$ cat src/point_to_screen_projection_core_macros.svh
// assertion macros for the point-to-screen projection core
// used by the top level only; expects clk and rst_n in scope
`ifndef POINT_TO_SCREEN_PROJECTION_CORE_MACROS_SVH
`define POINT_TO_SCREEN_PROJECTION_CORE_MACROS_SVH

`ifndef SYNTHESIS
`define PTSP_ASSERT(lbl, prop, msg) \
  lbl: assert property (@(posedge clk) disable iff (!rst_n) (prop)) else $error(msg);
`define PTSP_ASSERT_NEXT(lbl, ante, cons, msg) \
  lbl: assert property (@(posedge clk) disable iff (!rst_n) (ante) |=> (cons)) else $error(msg);
`else
`define PTSP_ASSERT(lbl, prop, msg)
`define PTSP_ASSERT_NEXT(lbl, ante, cons, msg)
`endif

`endif

$ cat src/ptsp_pkg.sv
// shared types, constants and saturation helper for the projection core
// no dependencies
package ptsp_pkg;

  localparam int FRAC_BITS  = 16;
  localparam int QW         = 32;
  localparam int PROD_W     = 2 * QW;
  localparam int TERM_W     = PROD_W - FRAC_BITS;
  localparam int SUM_W      = TERM_W + 2;
  localparam int IDX_W      = 5;
  localparam int MV_N       = 16;
  localparam int DIM_W      = 13;
  localparam int OFS_W      = 12;
  localparam int CFG_IDX_W  = 2;
  localparam int CFG_DATA_W = 13;
  localparam int DIV_STEPS  = QW - 1;
  localparam int DIV_LAT    = DIV_STEPS + 2;
  localparam int IN_DATA_W  = 136;
  localparam int OUT_DATA_W = 96;

  localparam logic OP_LOAD    = 1'b0;
  localparam logic OP_PROJECT = 1'b1;

  localparam logic [CFG_IDX_W-1:0] REG_VP_WIDTH  = 2'd0;
  localparam logic [CFG_IDX_W-1:0] REG_VP_HEIGHT = 2'd1;
  localparam logic [CFG_IDX_W-1:0] REG_VP_X      = 2'd2;
  localparam logic [CFG_IDX_W-1:0] REG_VP_Y      = 2'd3;

  localparam logic [DIM_W-1:0] VP_WIDTH_RST  = 13'd640;
  localparam logic [DIM_W-1:0] VP_HEIGHT_RST = 13'd480;
  localparam logic [OFS_W-1:0] VP_X_RST      = 12'd0;
  localparam logic [OFS_W-1:0] VP_Y_RST      = 12'd0;

  typedef logic signed [QW-1:0] q_t;

  localparam q_t Q_MAX = {1'b0, {(QW-1){1'b1}}};
  localparam q_t Q_MIN = {1'b1, {(QW-1){1'b0}}};
  localparam logic signed [QW:0] ONE_X = (QW+1)'(1 << FRAC_BITS);

  typedef enum logic [1:0] {
    KIND_LOAD_MV,
    KIND_LOAD_PJ,
    KIND_PROJECT
  } cmd_kind_t;

  typedef struct packed {
    cmd_kind_t            kind;
    logic [IDX_W-2:0]     idx;
    q_t                   value;
    q_t                   pos_x;
    q_t                   pos_y;
    q_t                   pos_z;
  } cmd_t;

  typedef struct packed {
    logic full;
    logic empty;
  } q_status_t;

  typedef struct packed {
    logic [DIM_W-1:0] width;
    logic [DIM_W-1:0] height;
    logic [OFS_W-1:0] x;
    logic [OFS_W-1:0] y;
  } vp_cfg_t;

  function automatic q_t sat_sum(input logic signed [SUM_W-1:0] v);
    logic signed [SUM_W-1:0] hi;
    logic signed [SUM_W-1:0] lo;
    hi = SUM_W'(Q_MAX);
    lo = SUM_W'(Q_MIN);
    if (v > hi) sat_sum = Q_MAX;
    else if (v < lo) sat_sum = Q_MIN;
    else sat_sum = v[QW-1:0];
  endfunction

endpackage

$ cat src/ptsp_front.sv
// front end: takes input beats, decodes the operation and feeds the queue
// depends on ptsp_pkg
module ptsp_front import ptsp_pkg::*; (
  input  logic                 clk,
  input  logic                 rst_n,
  input  logic                 in_tvalid,
  output logic                 in_tready,
  input  logic [IN_DATA_W-1:0] in_tdata,
  input  logic                 in_tuser,
  output logic                 push,
  output cmd_t                 push_cmd,
  input  q_status_t            q_status
);

  logic valid_r, valid_nxt;
  cmd_t cmd_r, cmd_nxt;

  assign push      = valid_r && !q_status.full;
  assign in_tready = !valid_r || !q_status.full;
  assign push_cmd  = cmd_r;

  always_comb begin
    valid_nxt = valid_r;
    cmd_nxt   = cmd_r;
    if (push) valid_nxt = 1'b0;
    if (in_tvalid && in_tready) begin
      valid_nxt     = 1'b1;
      cmd_nxt.idx   = in_tdata[IDX_W-2:0];
      cmd_nxt.value = in_tdata[IDX_W +: QW];
      cmd_nxt.pos_x = in_tdata[IDX_W+QW +: QW];
      cmd_nxt.pos_y = in_tdata[IDX_W+2*QW +: QW];
      cmd_nxt.pos_z = in_tdata[IDX_W+3*QW +: QW];
      // top index bit picks the projection matrix
      priority if (in_tuser == OP_PROJECT) cmd_nxt.kind = KIND_PROJECT;
      else if (in_tdata[IDX_W-1]) cmd_nxt.kind = KIND_LOAD_PJ;
      else cmd_nxt.kind = KIND_LOAD_MV;
    end
  end

  always_ff @(posedge clk) begin
    if (!rst_n) valid_r <= 1'b0;
    else valid_r <= valid_nxt;
  end

  always_ff @(posedge clk) begin
    cmd_r <= cmd_nxt;
  end

endmodule

$ cat config.mk
export PLATFORM = sky130hd
export DESIGN_NAME = ptsp_front
export DESIGN_NICKNAME = d
export VERILOG_FILES = /design/src/point_to_screen_projection_core_macros.svh /design/src/ptsp_pkg.sv /design/src/ptsp_front.sv
export SDC_FILE = /design/constraint.sdc
export NUM_CORES = 1
export LEC_CHECK = 0
export BUFFER_PORTS_ARGS = -buffer_cell sky130_fd_sc_hd__buf_2
export CELL_PAD_IN_SITES_DETAIL_PLACEMENT = 0
export CELL_PAD_IN_SITES_GLOBAL_PLACEMENT = 1
export CORE_ASPECT_RATIO = 1.1
export CORE_UTILIZATION = 29
export DETAILED_ROUTE_END_ITERATION = 8
export PLACE_DENSITY_LB_ADDON = 0.12
export SYNTH_ARGS = -nofsm -noshare
export SYNTH_HDL_FRONTEND = slang
export SYNTH_SLANG_ARGS = --single-unit
$ cat constraint.sdc
create_clock -name clk -period 11.45 [get_ports clk]
set_input_delay 0.5725 -clock clk [delete_from_list [all_inputs] [get_ports clk]]
set_output_delay 0.5725 -clock clk [all_outputs]
set_load 0.05 [all_outputs]
==> qor.yml <==
status:
  outcome: "finished clean"
die:
  dieArea_um2: 14500
  coreArea_um2: 13800
  ios: 278
  rows: 45
  dieWidth_um: 115
  initial_core_util_pct: 29.6
  die_h_um: 126
timing:
  setup_viol: 0
  fin_crit_sh_pct: 20.3
  fmax_mhz: 430
  slew-limit-headroom_pct: 37.4
  whs_ns: 0.337
  slew_viol_final: 0
  worstMarginPinSlew_ns: 0.939
  min_period_ns: 2.33
  hold_viol: 0
  tns_ns: 0
  setup_ws_ns: 9.12
  fin_skew_ns: 0.00389
  grt_setup_unrepaired: "no"
clocking:
  cts_tree: "done"
  h-tree-depth: 4
  clk_pin_slew_ns: 0.05
  cts_buffers: 17
  ctsResizeCount: 0
  clockBufferDepth: 2
  clk_latency_ns: 0.41
  post_cts_buffers: 0
  cts.sinks: 135
  cts_root_buf: "clkbuf_16"
  cts_hold_buf: 0
drt:
  drt_iter0_markers: 132
  vias: 2475
  drt-pass1-iter-count: 4
  wl_per_cell_um: 14.6
  ant_nets: 0
  remaining_drc_errors: 0
  routed_via_density: 3.90
  routed_wl_um: 9250
power_and_ir_drop:
  clkPwrFrac_pct: 39.1
  power_frac_comb_pct: 13.2
  sw_frac_of_total_pct: 26.0
  power.internal_uw: 906
  total_power_mw: 1.22
  ir_drop_mv: 0.111
  leakage_nw: 2.66
  p_sw_uw: 319
  power_density_nw_per_um2: 197
  seqPwrFrac_pct: 47.8
place:
  port-buffer-count: 273
  placed_cells: 603
  dp_slack_ns: 8.69
  hpwl_um: 6810
  gp_congestion: 0.680
synthesis:
  seq_area_frac_synth_pct: 99.1
  netlist_area_um2: 4080
  synth_area_leaders: "edfxtp_1, dfxtp_1, nor2b_1, and2b_2, and2_1"
  synth_area_per_cell_um2: 28.9
  synth_top_cell_by_area: "edfxtp_1"
  ys_seq_elements: 135
  synth_top_area_share_pct: 98.6
  synth_edf_count: 134
  synth.distinct_cells: 7
  synth-main-ff-cell: "edfxtp_1"
  post-synth-top-count-cell: "edfxtp_1"
  ys_top_cells_by_count: "edfxtp_1, nor2b_1"
  synth_warnings: 0
  syn_nets: 283
  async_flop_share_pct: 0
  syn-instance-count: 141
cells_and_area:
  area_growth_pct: 52.3
  final_cells: 635
  num-fill-cells: 1270
  antenna_cells: 0
  nets: 576
  layout-drive-gt1-share_pct: 67.3
critical_path:
  critical_path_class: "flip-flop to flip-flop"
  crit_fanout: 73
  cp.arrival_ns: 2.36
  critPathLaunchType: "flip-flop"
  end_kind: "flip-flop"
  critPathRequiredTime_ns: 11.48
  rr_worst_depth: 3
min_path:
  holdPathStages: 1
  hold_class: "primary input to flip-flop"
global_routing:
  grt_usage_pct: 12.8
  globalRouteOverflowTotal: 0
  antenna_found_initial: 1
  grt_pass1_vias: 2502
  grt_pass1_wl_um: 13100
  grt_max_degree: 74
run:
  maxCapViolations: 0
kinds of logic (layout without fill, tap and decap cells):
group	after synthesis	count (layout)	share of synthesized area, %
simple gates	5	5	0.767
buf+inv	0	306	0
flops	135	135	99.1
compound gates	1	1	0.123
power groups by stage:
stage / clock network [mW] / logic [mW] / registers, mW
global placement: 0 / 0.162 / 0.594
detailed placement: 0 / 0.163 / 0.595
floorplan: 0 / 0.0103 / 0.698
global route: 0.512 / 0.168 / 0.588
finish: 0.479 / 0.161 / 0.585
CTS: 0.495 / 0.163 / 0.585
routing by layer:
layer,global-route usage [%],vias to the layer above,wire (um)
met3,6.69,17,941
met2,22.5,138,5040
li1,-,1161,-
met1,11.3,1159,3040
met5,0,-,0
met4,7.79,0,231
state kept, by name, summed over array words and instances (netlist names):
register	flops
valid_r	1
push_cmd	134
area by class of cell:
type	count	area, um2	area share [%]
flip-flops and latches	135	4040	65.1
repair buffers	274	1370	22.1
clock buffers	19	433	6.97
well taps	188	235	3.79
clock inverters	13	88.8	1.43
multi-input cells	6	38.8	0.624
worst paths after layout:
path,start,end,slack (ns)
worst max-delay path,valid_r$_SDFFE_PN0P_,push_cmd[26]$_DFFE_PP_,9.12
worst min-delay path,in_tdata[94],push_cmd[57]$_DFFE_PP_,0.34
worst max register to register,valid_r$_SDFFE_PN0P_,push_cmd[26]$_DFFE_PP_,9.12
worst min register to register,valid_r$_SDFFE_PN0P_,valid_r$_SDFFE_PN0P_,0.56
per-stage QoR:
step           util, %  instance area [um2]
2_1_floorplan        -                 4080
3_3_place_gp      41.3                 5690
3_5_place_dp      41.3                 5690
4_1_cts           45.0                 6210
5_1_grt           45.0                 6210
6_report          45.0                 6210
layout by cell type (no fill, tap or decap):
cell type	count
clkinv_2	5
and2b_2	1
and2_4	1
buf_4	1
buf_2	273
clkbuf_1	2
edfxtp_1	134
clkinvlp_4	2
a21oi_1	1
dfxtp_1	1
nand2_1	1
clkbuf_16	17
nor2b_1	2
bufinv_16	1
clkinv_1	5
critical path: stages (launching register included):
cell	delay [ns]
dfxtp_1	0.32
nand2_1	0.07
and2_4	0.75
buf_4	0.75
(Power assumes the default switching activity.)
