File: src/point_to_screen_projection_core_macros.svh
// assertion macros for the point-to-screen projection core
// used by the top level only; expects clk and rst_n in scope
`ifndef POINT_TO_SCREEN_PROJECTION_CORE_MACROS_SVH
`define POINT_TO_SCREEN_PROJECTION_CORE_MACROS_SVH

`ifndef SYNTHESIS
`define PTSP_ASSERT(lbl, prop, msg) \
  lbl: assert property (@(posedge clk) disable iff (!rst_n) (prop)) else $error(msg);
`define PTSP_ASSERT_NEXT(lbl, ante, cons, msg) \
  lbl: assert property (@(posedge clk) disable iff (!rst_n) (ante) |=> (cons)) else $error(msg);
`else
`define PTSP_ASSERT(lbl, prop, msg)
`define PTSP_ASSERT_NEXT(lbl, ante, cons, msg)
`endif

`endif

File: src/ptsp_pkg.sv
// shared types, constants and saturation helper for the projection core
// no dependencies
package ptsp_pkg;

  localparam int FRAC_BITS  = 16;
  localparam int QW         = 32;
  localparam int PROD_W     = 2 * QW;
  localparam int TERM_W     = PROD_W - FRAC_BITS;
  localparam int SUM_W      = TERM_W + 2;
  localparam int IDX_W      = 5;
  localparam int MV_N       = 16;
  localparam int DIM_W      = 13;
  localparam int OFS_W      = 12;
  localparam int CFG_IDX_W  = 2;
  localparam int CFG_DATA_W = 13;
  localparam int DIV_STEPS  = QW - 1;
  localparam int DIV_LAT    = DIV_STEPS + 2;
  localparam int IN_DATA_W  = 136;
  localparam int OUT_DATA_W = 96;

  localparam logic OP_LOAD    = 1'b0;
  localparam logic OP_PROJECT = 1'b1;

  localparam logic [CFG_IDX_W-1:0] REG_VP_WIDTH  = 2'd0;
  localparam logic [CFG_IDX_W-1:0] REG_VP_HEIGHT = 2'd1;
  localparam logic [CFG_IDX_W-1:0] REG_VP_X      = 2'd2;
  localparam logic [CFG_IDX_W-1:0] REG_VP_Y      = 2'd3;

  localparam logic [DIM_W-1:0] VP_WIDTH_RST  = 13'd640;
  localparam logic [DIM_W-1:0] VP_HEIGHT_RST = 13'd480;
  localparam logic [OFS_W-1:0] VP_X_RST      = 12'd0;
  localparam logic [OFS_W-1:0] VP_Y_RST      = 12'd0;

  typedef logic signed [QW-1:0] q_t;

  localparam q_t Q_MAX = {1'b0, {(QW-1){1'b1}}};
  localparam q_t Q_MIN = {1'b1, {(QW-1){1'b0}}};
  localparam logic signed [QW:0] ONE_X = (QW+1)'(1 << FRAC_BITS);

  typedef enum logic [1:0] {
    KIND_LOAD_MV,
    KIND_LOAD_PJ,
    KIND_PROJECT
  } cmd_kind_t;

  typedef struct packed {
    cmd_kind_t            kind;
    logic [IDX_W-2:0]     idx;
    q_t                   value;
    q_t                   pos_x;
    q_t                   pos_y;
    q_t                   pos_z;
  } cmd_t;

  typedef struct packed {
    logic full;
    logic empty;
  } q_status_t;

  typedef struct packed {
    logic [DIM_W-1:0] width;
    logic [DIM_W-1:0] height;
    logic [OFS_W-1:0] x;
    logic [OFS_W-1:0] y;
  } vp_cfg_t;

  function automatic q_t sat_sum(input logic signed [SUM_W-1:0] v);
    logic signed [SUM_W-1:0] hi;
    logic signed [SUM_W-1:0] lo;
    hi = SUM_W'(Q_MAX);
    lo = SUM_W'(Q_MIN);
    if (v > hi) sat_sum = Q_MAX;
    else if (v < lo) sat_sum = Q_MIN;
    else sat_sum = v[QW-1:0];
  endfunction

endpackage

File: src/ptsp_queue.sv
// short command queue between the front end and the arithmetic back end
// depends on ptsp_pkg
module ptsp_queue import ptsp_pkg::*; #(
  parameter int DEPTH = 4
) (
  input  logic      clk,
  input  logic      rst_n,
  input  logic      push,
  input  cmd_t      push_cmd,
  input  logic      pop,
  output cmd_t      head,
  output q_status_t status
);

  localparam int PW = (DEPTH > 1) ? $clog2(DEPTH) : 1;
  localparam int CW = $clog2(DEPTH + 1);

  cmd_t           mem_r [DEPTH];
  logic [PW-1:0]  wr_r, rd_r;
  logic [CW-1:0]  cnt_r;

  function automatic logic [PW-1:0] next_ptr(input logic [PW-1:0] p);
    next_ptr = (p == PW'(DEPTH - 1)) ? '0 : p + 1'b1;
  endfunction

  assign status.full  = (cnt_r == CW'(DEPTH));
  assign status.empty = (cnt_r == '0);
  assign head         = mem_r[rd_r];

  always_ff @(posedge clk) begin
    if (push) mem_r[wr_r] <= push_cmd;
  end

  always_ff @(posedge clk) begin
    if (!rst_n) begin
      wr_r  <= '0;
      rd_r  <= '0;
      cnt_r <= '0;
    end else begin
      if (push) wr_r <= next_ptr(wr_r);
      if (pop) rd_r <= next_ptr(rd_r);
      if (push && !pop) cnt_r <= cnt_r + 1'b1;
      else if (pop && !push) cnt_r <= cnt_r - 1'b1;
    end
  end

endmodule

File: config.mk
export PLATFORM = sky130hd
export DESIGN_NAME = ptsp_queue
export DESIGN_NICKNAME = d
export VERILOG_FILES = /design/src/point_to_screen_projection_core_macros.svh /design/src/ptsp_pkg.sv /design/src/ptsp_queue.sv
export SDC_FILE = /design/constraint.sdc
export NUM_CORES = 1
export LEC_CHECK = 0
export BUFFER_PORTS_ARGS = -buffer_cell sky130_fd_sc_hd__buf_2
export CORE_MARGIN = 3
export CORE_UTILIZATION = 50
export DETAILED_ROUTE_END_ITERATION = 7
export GPL_ROUTABILITY_DRIVEN = 0
export PLACE_DENSITY_LB_ADDON = 0.05
export SYNTH_ARGS = -nofsm -noshare
export SYNTH_HDL_FRONTEND = slang
export SYNTH_SLANG_ARGS = --single-unit
export TNS_END_PERCENT = 30
File: constraint.sdc
create_clock -name clk -period 12.3 [get_ports clk]
set_clock_uncertainty 0.1 [all_clocks]
set_input_delay 1.23 -clock clk [delete_from_list [all_inputs] [get_ports clk]]
set_output_delay 1.23 -clock clk [all_outputs]
set_load 0.03 [all_outputs]
==> results of run 1 <==
-- worst max path at each step --
stage / endpoint / slack, ps / from
2_1_floorplan: mem_r[0][0] / 7390 / push
3_3_place_gp: head[124] / 7820 / flip-flop
3_5_place_dp: head[124] / 7810 / flip-flop
4_1_cts: head[124] / 7180 / flip-flop
5_1_grt: head[124] / 7040 / flip-flop
6_report: head[124] / 7400 / flip-flop
-- per-stage QoR --
stage / power (mW) / area, sq um / hold WS (ps) / utilization (%)
5_1_grt: 4.197 / 23270 / 473.9 / 59.94
6_report: 4.042 / 23280 / 413.3 / 59.95
3_5_place_dp: 2.630 / 21700 / 413.1 / 55.89
2_1_floorplan: 2.484 / 19760 / 372.4 / -
3_3_place_gp: 2.624 / 21700 / 400.2 / 55.89
4_1_cts: 4.099 / 23270 / 420.9 / 59.94
-- synth_stat cells (all sizes together), types with 2 or more instances --
master / count / share of area [%]
and2: 5 / 0.16
clkbuf: 7 / 0.13
mux2i: 4 / 0.20
edfxtp: 536 / 81
buf: 23 / 0.84
nor2b: 5 / 0.16
dfxtp: 9 / 0.91
inv: 4 / 0.076
ha: 6 / 0.38
mux4: 134 / 15
nor3: 2 / 0.051
-- cell type report --
class                   instances  area (sq um)
fillers                      2836         15550
diodes                          2         5.005
flip-flops and latches        545         16280
repair buffers                286          1464
clock inverters                23         96.34
clock buffers                  70          1475
multi-input cells             165          3291
inverters                       4         15.01
well taps                     518         648.1
-- sequential cells by signal, summed over array words and instances (netlist names), named ones only --
register / flops
rd_r: 2
cnt_r: 3
mem_r: 536
wr_r: 2
-- worst max-delay path, delay by kind of cell (launching register included) --
family	cells	cell delay [ps]
buffers and inverters	3	1520
multiplexers	1	620
flip-flops	1	740
-- metal layers --
metal,GRT usage [%],wire (um),vias to the layer above
li1,-,-,3840
met1,25.25,15810,4542
met2,29.12,18620,216
met3,5.705,2696,71
met4,5.874,880,16
met5,0,107,-
-- report_power, final --
group	switching [mW]	leakage (nW)	internal, mW	total [mW]
sequential	0.0255	5.00	2.13	2.16
clock	0.629	0.773	0.834	1.46
combinational	0.275	2.01	0.148	0.423
-- kinds of logic after synthesis --
family	Yosys count	share of synthesized area (%)
multiplexers	138	15.47
adder cells (fa/ha/maj)	7	0.4812
XOR/XNOR	2	0.08865
buffers and inverters	34	1.045
flip-flops	545	82.36
AND/OR/NAND/NOR	15	0.4559
AO/OA/AOI/OAI	3	0.1013
==> results.sh, run 1 <==
export IMPL_outcome="finished, final reports clean"
export IMPL_placedCellCount=1518
export IMPL_overflow=0
export IMPL_cts_root_buf="clkbuf_16"
export IMPL_slew_headroom_pct=26.18
export IMPL_synth_area_sq_um=19760
export IMPL_drive_above_1_share_pct=44.92
export IMPL_drv_slew=0
export IMPL_start_kind="flip-flop"
export IMPL_cts_resized=0
export IMPL_endpoint_kind="output pin"
export IMPL_grt_pass1_vias=9159
export IMPL_min_from="cnt_r[2]"
export IMPL_tightest_slew_ps=1107
export IMPL_syn_num_nets=889
export IMPL_initial_core_util_pct=50.90
export IMPL_layoutNonFillerInstCount=1613
export IMPL_worst_ir_drop_vdd_v=0.0001277
export IMPL_portBuffers=273
export IMPL_worstPathRequired_ps=10970
export IMPL_route_detailed_drc=0
export IMPL_power_density_nw_per_um2=173.7
export IMPL_power_leakage_nw=7.784
export IMPL_cts_buffers=54
export IMPL_hold_path_class="reg -> reg"
export IMPL_core_sq_um=38830
export IMPL_hold_violations=0
export IMPL_viasPerCell=5.384
export IMPL_grt_max_degree=68
export IMPL_slowest_stage="dfxtp_4"
export IMPL_routed_wirelength_mm=38.11
export IMPL_cts_buffer_depth=3
export IMPL_crit_top_cell="buf_4"
export IMPL_grt_antenna_before_repair=10
export IMPL_ys_seq_area_share_pct=82.36
export IMPL_cts_sinks=545
export IMPL_fmaxAchievable_ghz=0.2043
export IMPL_postSynthCellCount=744
export IMPL_critical_path_class="reg -> out"
export IMPL_cp_cell_sequence="buf_4, buf_4, mux4_2, buf_2"
export IMPL_final_cell_mix="edfxtp_1 (536), buf_2 (273), mux4_2 (134)"
export IMPL_hold_depth=2
export IMPL_yosys_cell_types_count=21
export IMPL_timing_rr_end="mem_r[1][93]"
export IMPL_clk_latency_ps=570
export IMPL_hold_buffers=0
export IMPL_fp_dieW_um=204.8
export IMPL_die_area_sq_um=41950
export IMPL_cts_tree="yes"
export IMPL_areaGrowthSynthToFinish_pct=17.78
export IMPL_die_y_um=204.8
export IMPL_ys_ff_latch=545
export IMPL_clkTransAtPathRegs_ps=50
export IMPL_wl_per_cell_um=23.63
export IMPL_ant_nets=0
export IMPL_finalSetupTns_ps=0
export IMPL_placement_rows=72
export IMPL_avgSynthCellArea_sq_um=26.56
export IMPL_synth_edf_count=536
export IMPL_pre_cts_slack_ps=7808
export IMPL_async_flop_share_pct=0
export IMPL_r2r_cells=4
export IMPL_drv_cap=0
export IMPL_mostFrequentLayoutCell="edfxtp_1"
export IMPL_dr_pass1_iters=4
export IMPL_rsz0062_at_grt="false"
export IMPL_vias=8685
export IMPL_rr_startpoint="wr_r[0]"
export IMPL_min_to="cnt_r[2]"
export IMPL_final_nets=1201
export IMPL_rrSetupSlack_ps=9260
export IMPL_grt_usage_pct=18.53
export IMPL_h_tree_depth=2
export IMPL_setup_ws_ps=7405
export IMPL_drtIter0Drc=397
export IMPL_max_stage_delay_ps=740
export IMPL_grt_pass1_wl_mm=57.68
export IMPL_cts_setup_buffers=0
export IMPL_fin_crit_ps=4895
export IMPL_cp_max_fo=35
export IMPL_period_share_pct=39.80
export IMPL_ios=274
export IMPL_ys_flop_type="edfxtp_1"
export IMPL_place_hpwl_mm=23.04
export IMPL_setup_viol=0
export IMPL_cp_arrival_ps=3570
export IMPL_yosysWarnings=0
Power figures use the tool's default switching activity.
==> run 2, diff against run 1 <==
- ABC_AREA: not set -> 1
- clock period: 12.3 -> 4.2 ns (I/O delays scaled with it)
==> results.sh, run 2 <==
export IMPL_outcome="finished, final reports clean"
export IMPL_power_mw=12.27
export IMPL_top_regs="mem_r (536), cnt_r (3)"
export IMPL_finalSetupTns_ps=0
export IMPL_place_hpwl_mm=25.22
export IMPL_endpoint_kind="output pin"
export IMPL_timing_hold_ws_ps=63.01
export IMPL_cts_resized=0
export IMPL_areaGrowthSynthToFinish_pct=22.91
export IMPL_fill_cells=3049
export IMPL_power_leakage_nw=8.797
export IMPL_final_cell_mix="edfxtp_1 (536), nor2_1 (276), buf_2 (273)"
export IMPL_grtUsageMet2_pct=34.86
export IMPL_grt_max_degree=145
export IMPL_critical_path_class="reg -> out"
export IMPL_grt_use_met3_pct=4.488
export IMPL_syn_num_nets=1500
export IMPL_async_flop_share_pct=0
export IMPL_synth_area_leaders="edfxtp_1 (79%), o21ai_0 (5.2%), nor2_1 (5.1%)"
export IMPL_slew_headroom_pct=39.69
export IMPL_avgSynthCellArea_sq_um=15.03
export IMPL_drv_cap=0
export IMPL_cts_buffers=54
export IMPL_ys_seq_area_share_pct=79.94
export IMPL_layoutNonFillerInstCount=2316
export IMPL_cts_tree="yes"
export IMPL_routed_wirelength_mm=46.64
export IMPL_slowest_stage="inv_8"
export IMPL_postSynthCellCount=1355
export IMPL_setup_viol=0
export IMPL_viasPerCell=5.406
export IMPL_grt_busiest_layer="met2"
export IMPL_synth_simple_area_share_pct=5.390
export IMPL_vias=12520
export IMPL_synthAdderAreaFrac_pct=0.4671
export IMPL_yosys_area_top_type="edfxtp_1"
export IMPL_rr_startpoint="wr_r[0]"
export IMPL_cp_arrival_ps=2880
export IMPL_hold_violations=0
export IMPL_grt_usage_pct=21.28
export IMPL_start_kind="flip-flop"
export IMPL_initial_core_util_pct=50.89
export IMPL_grt_antenna_before_repair=1
export IMPL_grt_pass1_vias=12590
export IMPL_die_area_sq_um=43180
export IMPL_ys_ff_latch=545
export IMPL_cts_buffer_depth=3
export IMPL_ios=274
export IMPL_synth_most_common_cell="edfxtp_1"
export IMPL_clk_latency_ps=570
export IMPL_final_nets=1896
export IMPL_core_sq_um=40010
export IMPL_yosys_cell_types_count=23
export IMPL_tightest_slew_ps=904.7
export IMPL_cts_setup_buffers=0
export IMPL_min_from="pop"
export IMPL_fmaxAchievable_ghz=0.2937
export IMPL_worstPathRequired_ps=3680
export IMPL_synth_edf_count=536
export IMPL_power_density_nw_per_um2=490.3
export IMPL_cp_cell_sequence="inv_8, buf_4, o21ai_0, o22ai_1, buf_2"
export IMPL_cts_sinks=545
export IMPL_overflow=0
export IMPL_mostFrequentLayoutCell="edfxtp_1"
export IMPL_drive_above_1_share_pct=20.73
export IMPL_synth_compound_area_share_pct=10.85
export IMPL_synth_area_sq_um=20360
export IMPL_drtIter0Drc=897
export IMPL_portBuffers=273
export IMPL_fp_dieW_um=207.8
export IMPL_hold_path_class="in -> reg"
export IMPL_synth_top_family_by_area="compound AO/OA/AOI/OAI gates"
export IMPL_grt_pass1_wl_mm=72.46
export IMPL_h_tree_depth=2
export IMPL_max_stage_delay_ps=620
export IMPL_hold_buffers=135
export IMPL_die_y_um=207.8
export IMPL_largest_reg_flops=536
export IMPL_cp_max_fo=142
export IMPL_placement_rows=73
export IMPL_use_met1_pct=29.22
export IMPL_period_share_pct=81.06
export IMPL_synth_xor_area_share_pct=0.04302
export IMPL_rsz0062_at_grt="false"
export IMPL_synth_top_area_share_pct=79.06
export IMPL_worst_ir_drop_vdd_v=0.0004204
export IMPL_placedCellCount=2085
export IMPL_largest_register="mem_r"
export IMPL_wl_per_cell_um=20.14
export IMPL_pre_cts_slack_ps=1419
export IMPL_drv_slew=0
export IMPL_clkTransAtPathRegs_ps=60
export IMPL_cts_root_buf="clkbuf_16"
export IMPL_setup_ws_ps=795.3
export IMPL_fin_crit_ps=3405
export IMPL_yosysWarnings=0
export IMPL_yosys_mux_area_fraction_pct=0
export IMPL_ys_flop_type="edfxtp_1"
export IMPL_ant_nets=0
export IMPL_dr_pass1_iters=5
export IMPL_yosys_top_cells_count="edfxtp_1 (536), nor2_1 (276), o21ai_0 (213), o22ai_1 (134), o21ai_1 (58)"
export IMPL_route_detailed_drc=0
-- run 2: logic make-up (layout without fill, tap and decap cells) --
group	Yosys count	in the layout
DFF	545	545
AOI/OAI and AO/OA	408	408
and+or+nand+nor	290	290
buffers and inverters	104	539
adders and majority gates	7	7
xor gates and xnor gates	1	1
other	0	1
-- run 2: path summary, 6_finish.rpt --
| path | endpoint | slack [ps] | depth (start not counted) |
|---|---|---|---|
| setup / recovery | head[90] | 800 | 5 |
| hold reg to reg | wr_r[1] | 430 | 2 |
| setup reg to reg | mem_r[3][99] | 1990 | 4 |
| hold / removal | flip-flop | 60 | 3 |
-- run 2: through the flow --
step	utilization [%]	area, sq um
5_1_grt	62.55	25020
2_1_floorplan	-	20360
3_5_place_dp	55.11	22050
4_1_cts	62.54	25020
3_3_place_gp	55.11	22050
6_report	62.55	25020
-- run 2: worst max-delay path, delay by kind of cell (launching register included) --
| kind | cells | cell delay [ps] |
|---|---|---|
| flip-flops | 1 | 540 |
| AO/OA/AOI/OAI | 2 | 310 |
| buffers and inverters | 3 | 1240 |
-- run 2: power by group --
group | leakage (nW) | internal (mW) | switching, mW | total (mW)
sequential | 5.00 | 6.22 | 0.0822 | 6.30
clock | 0.791 | 2.53 | 1.90 | 4.43
combinational | 3.01 | 0.454 | 1.08 | 1.54
-- run 2: final cells by class --
type | count | area (sq um) | share of cell area, %
Tap cell | 525 | 656.9 | 2.625
Clock inverter | 23 | 132.6 | 0.5300
Multi-Input combinational cell | 706 | 3411 | 13.63
Timing Repair Buffer | 428 | 2955 | 11.81
Sequential cell | 545 | 16280 | 65.07
Clock buffer | 72 | 1490 | 5.955
Inverter | 16 | 92.59 | 0.3700
Antenna cell | 1 | 2.502 | 0.01000
-- run 2: per-layer routing --
layer  wire length [um]  up-vias
met1              20320     6171
met4                914        0
li1                   -     5923
met5                  0        -
met2              22570      358
met3               2840       69
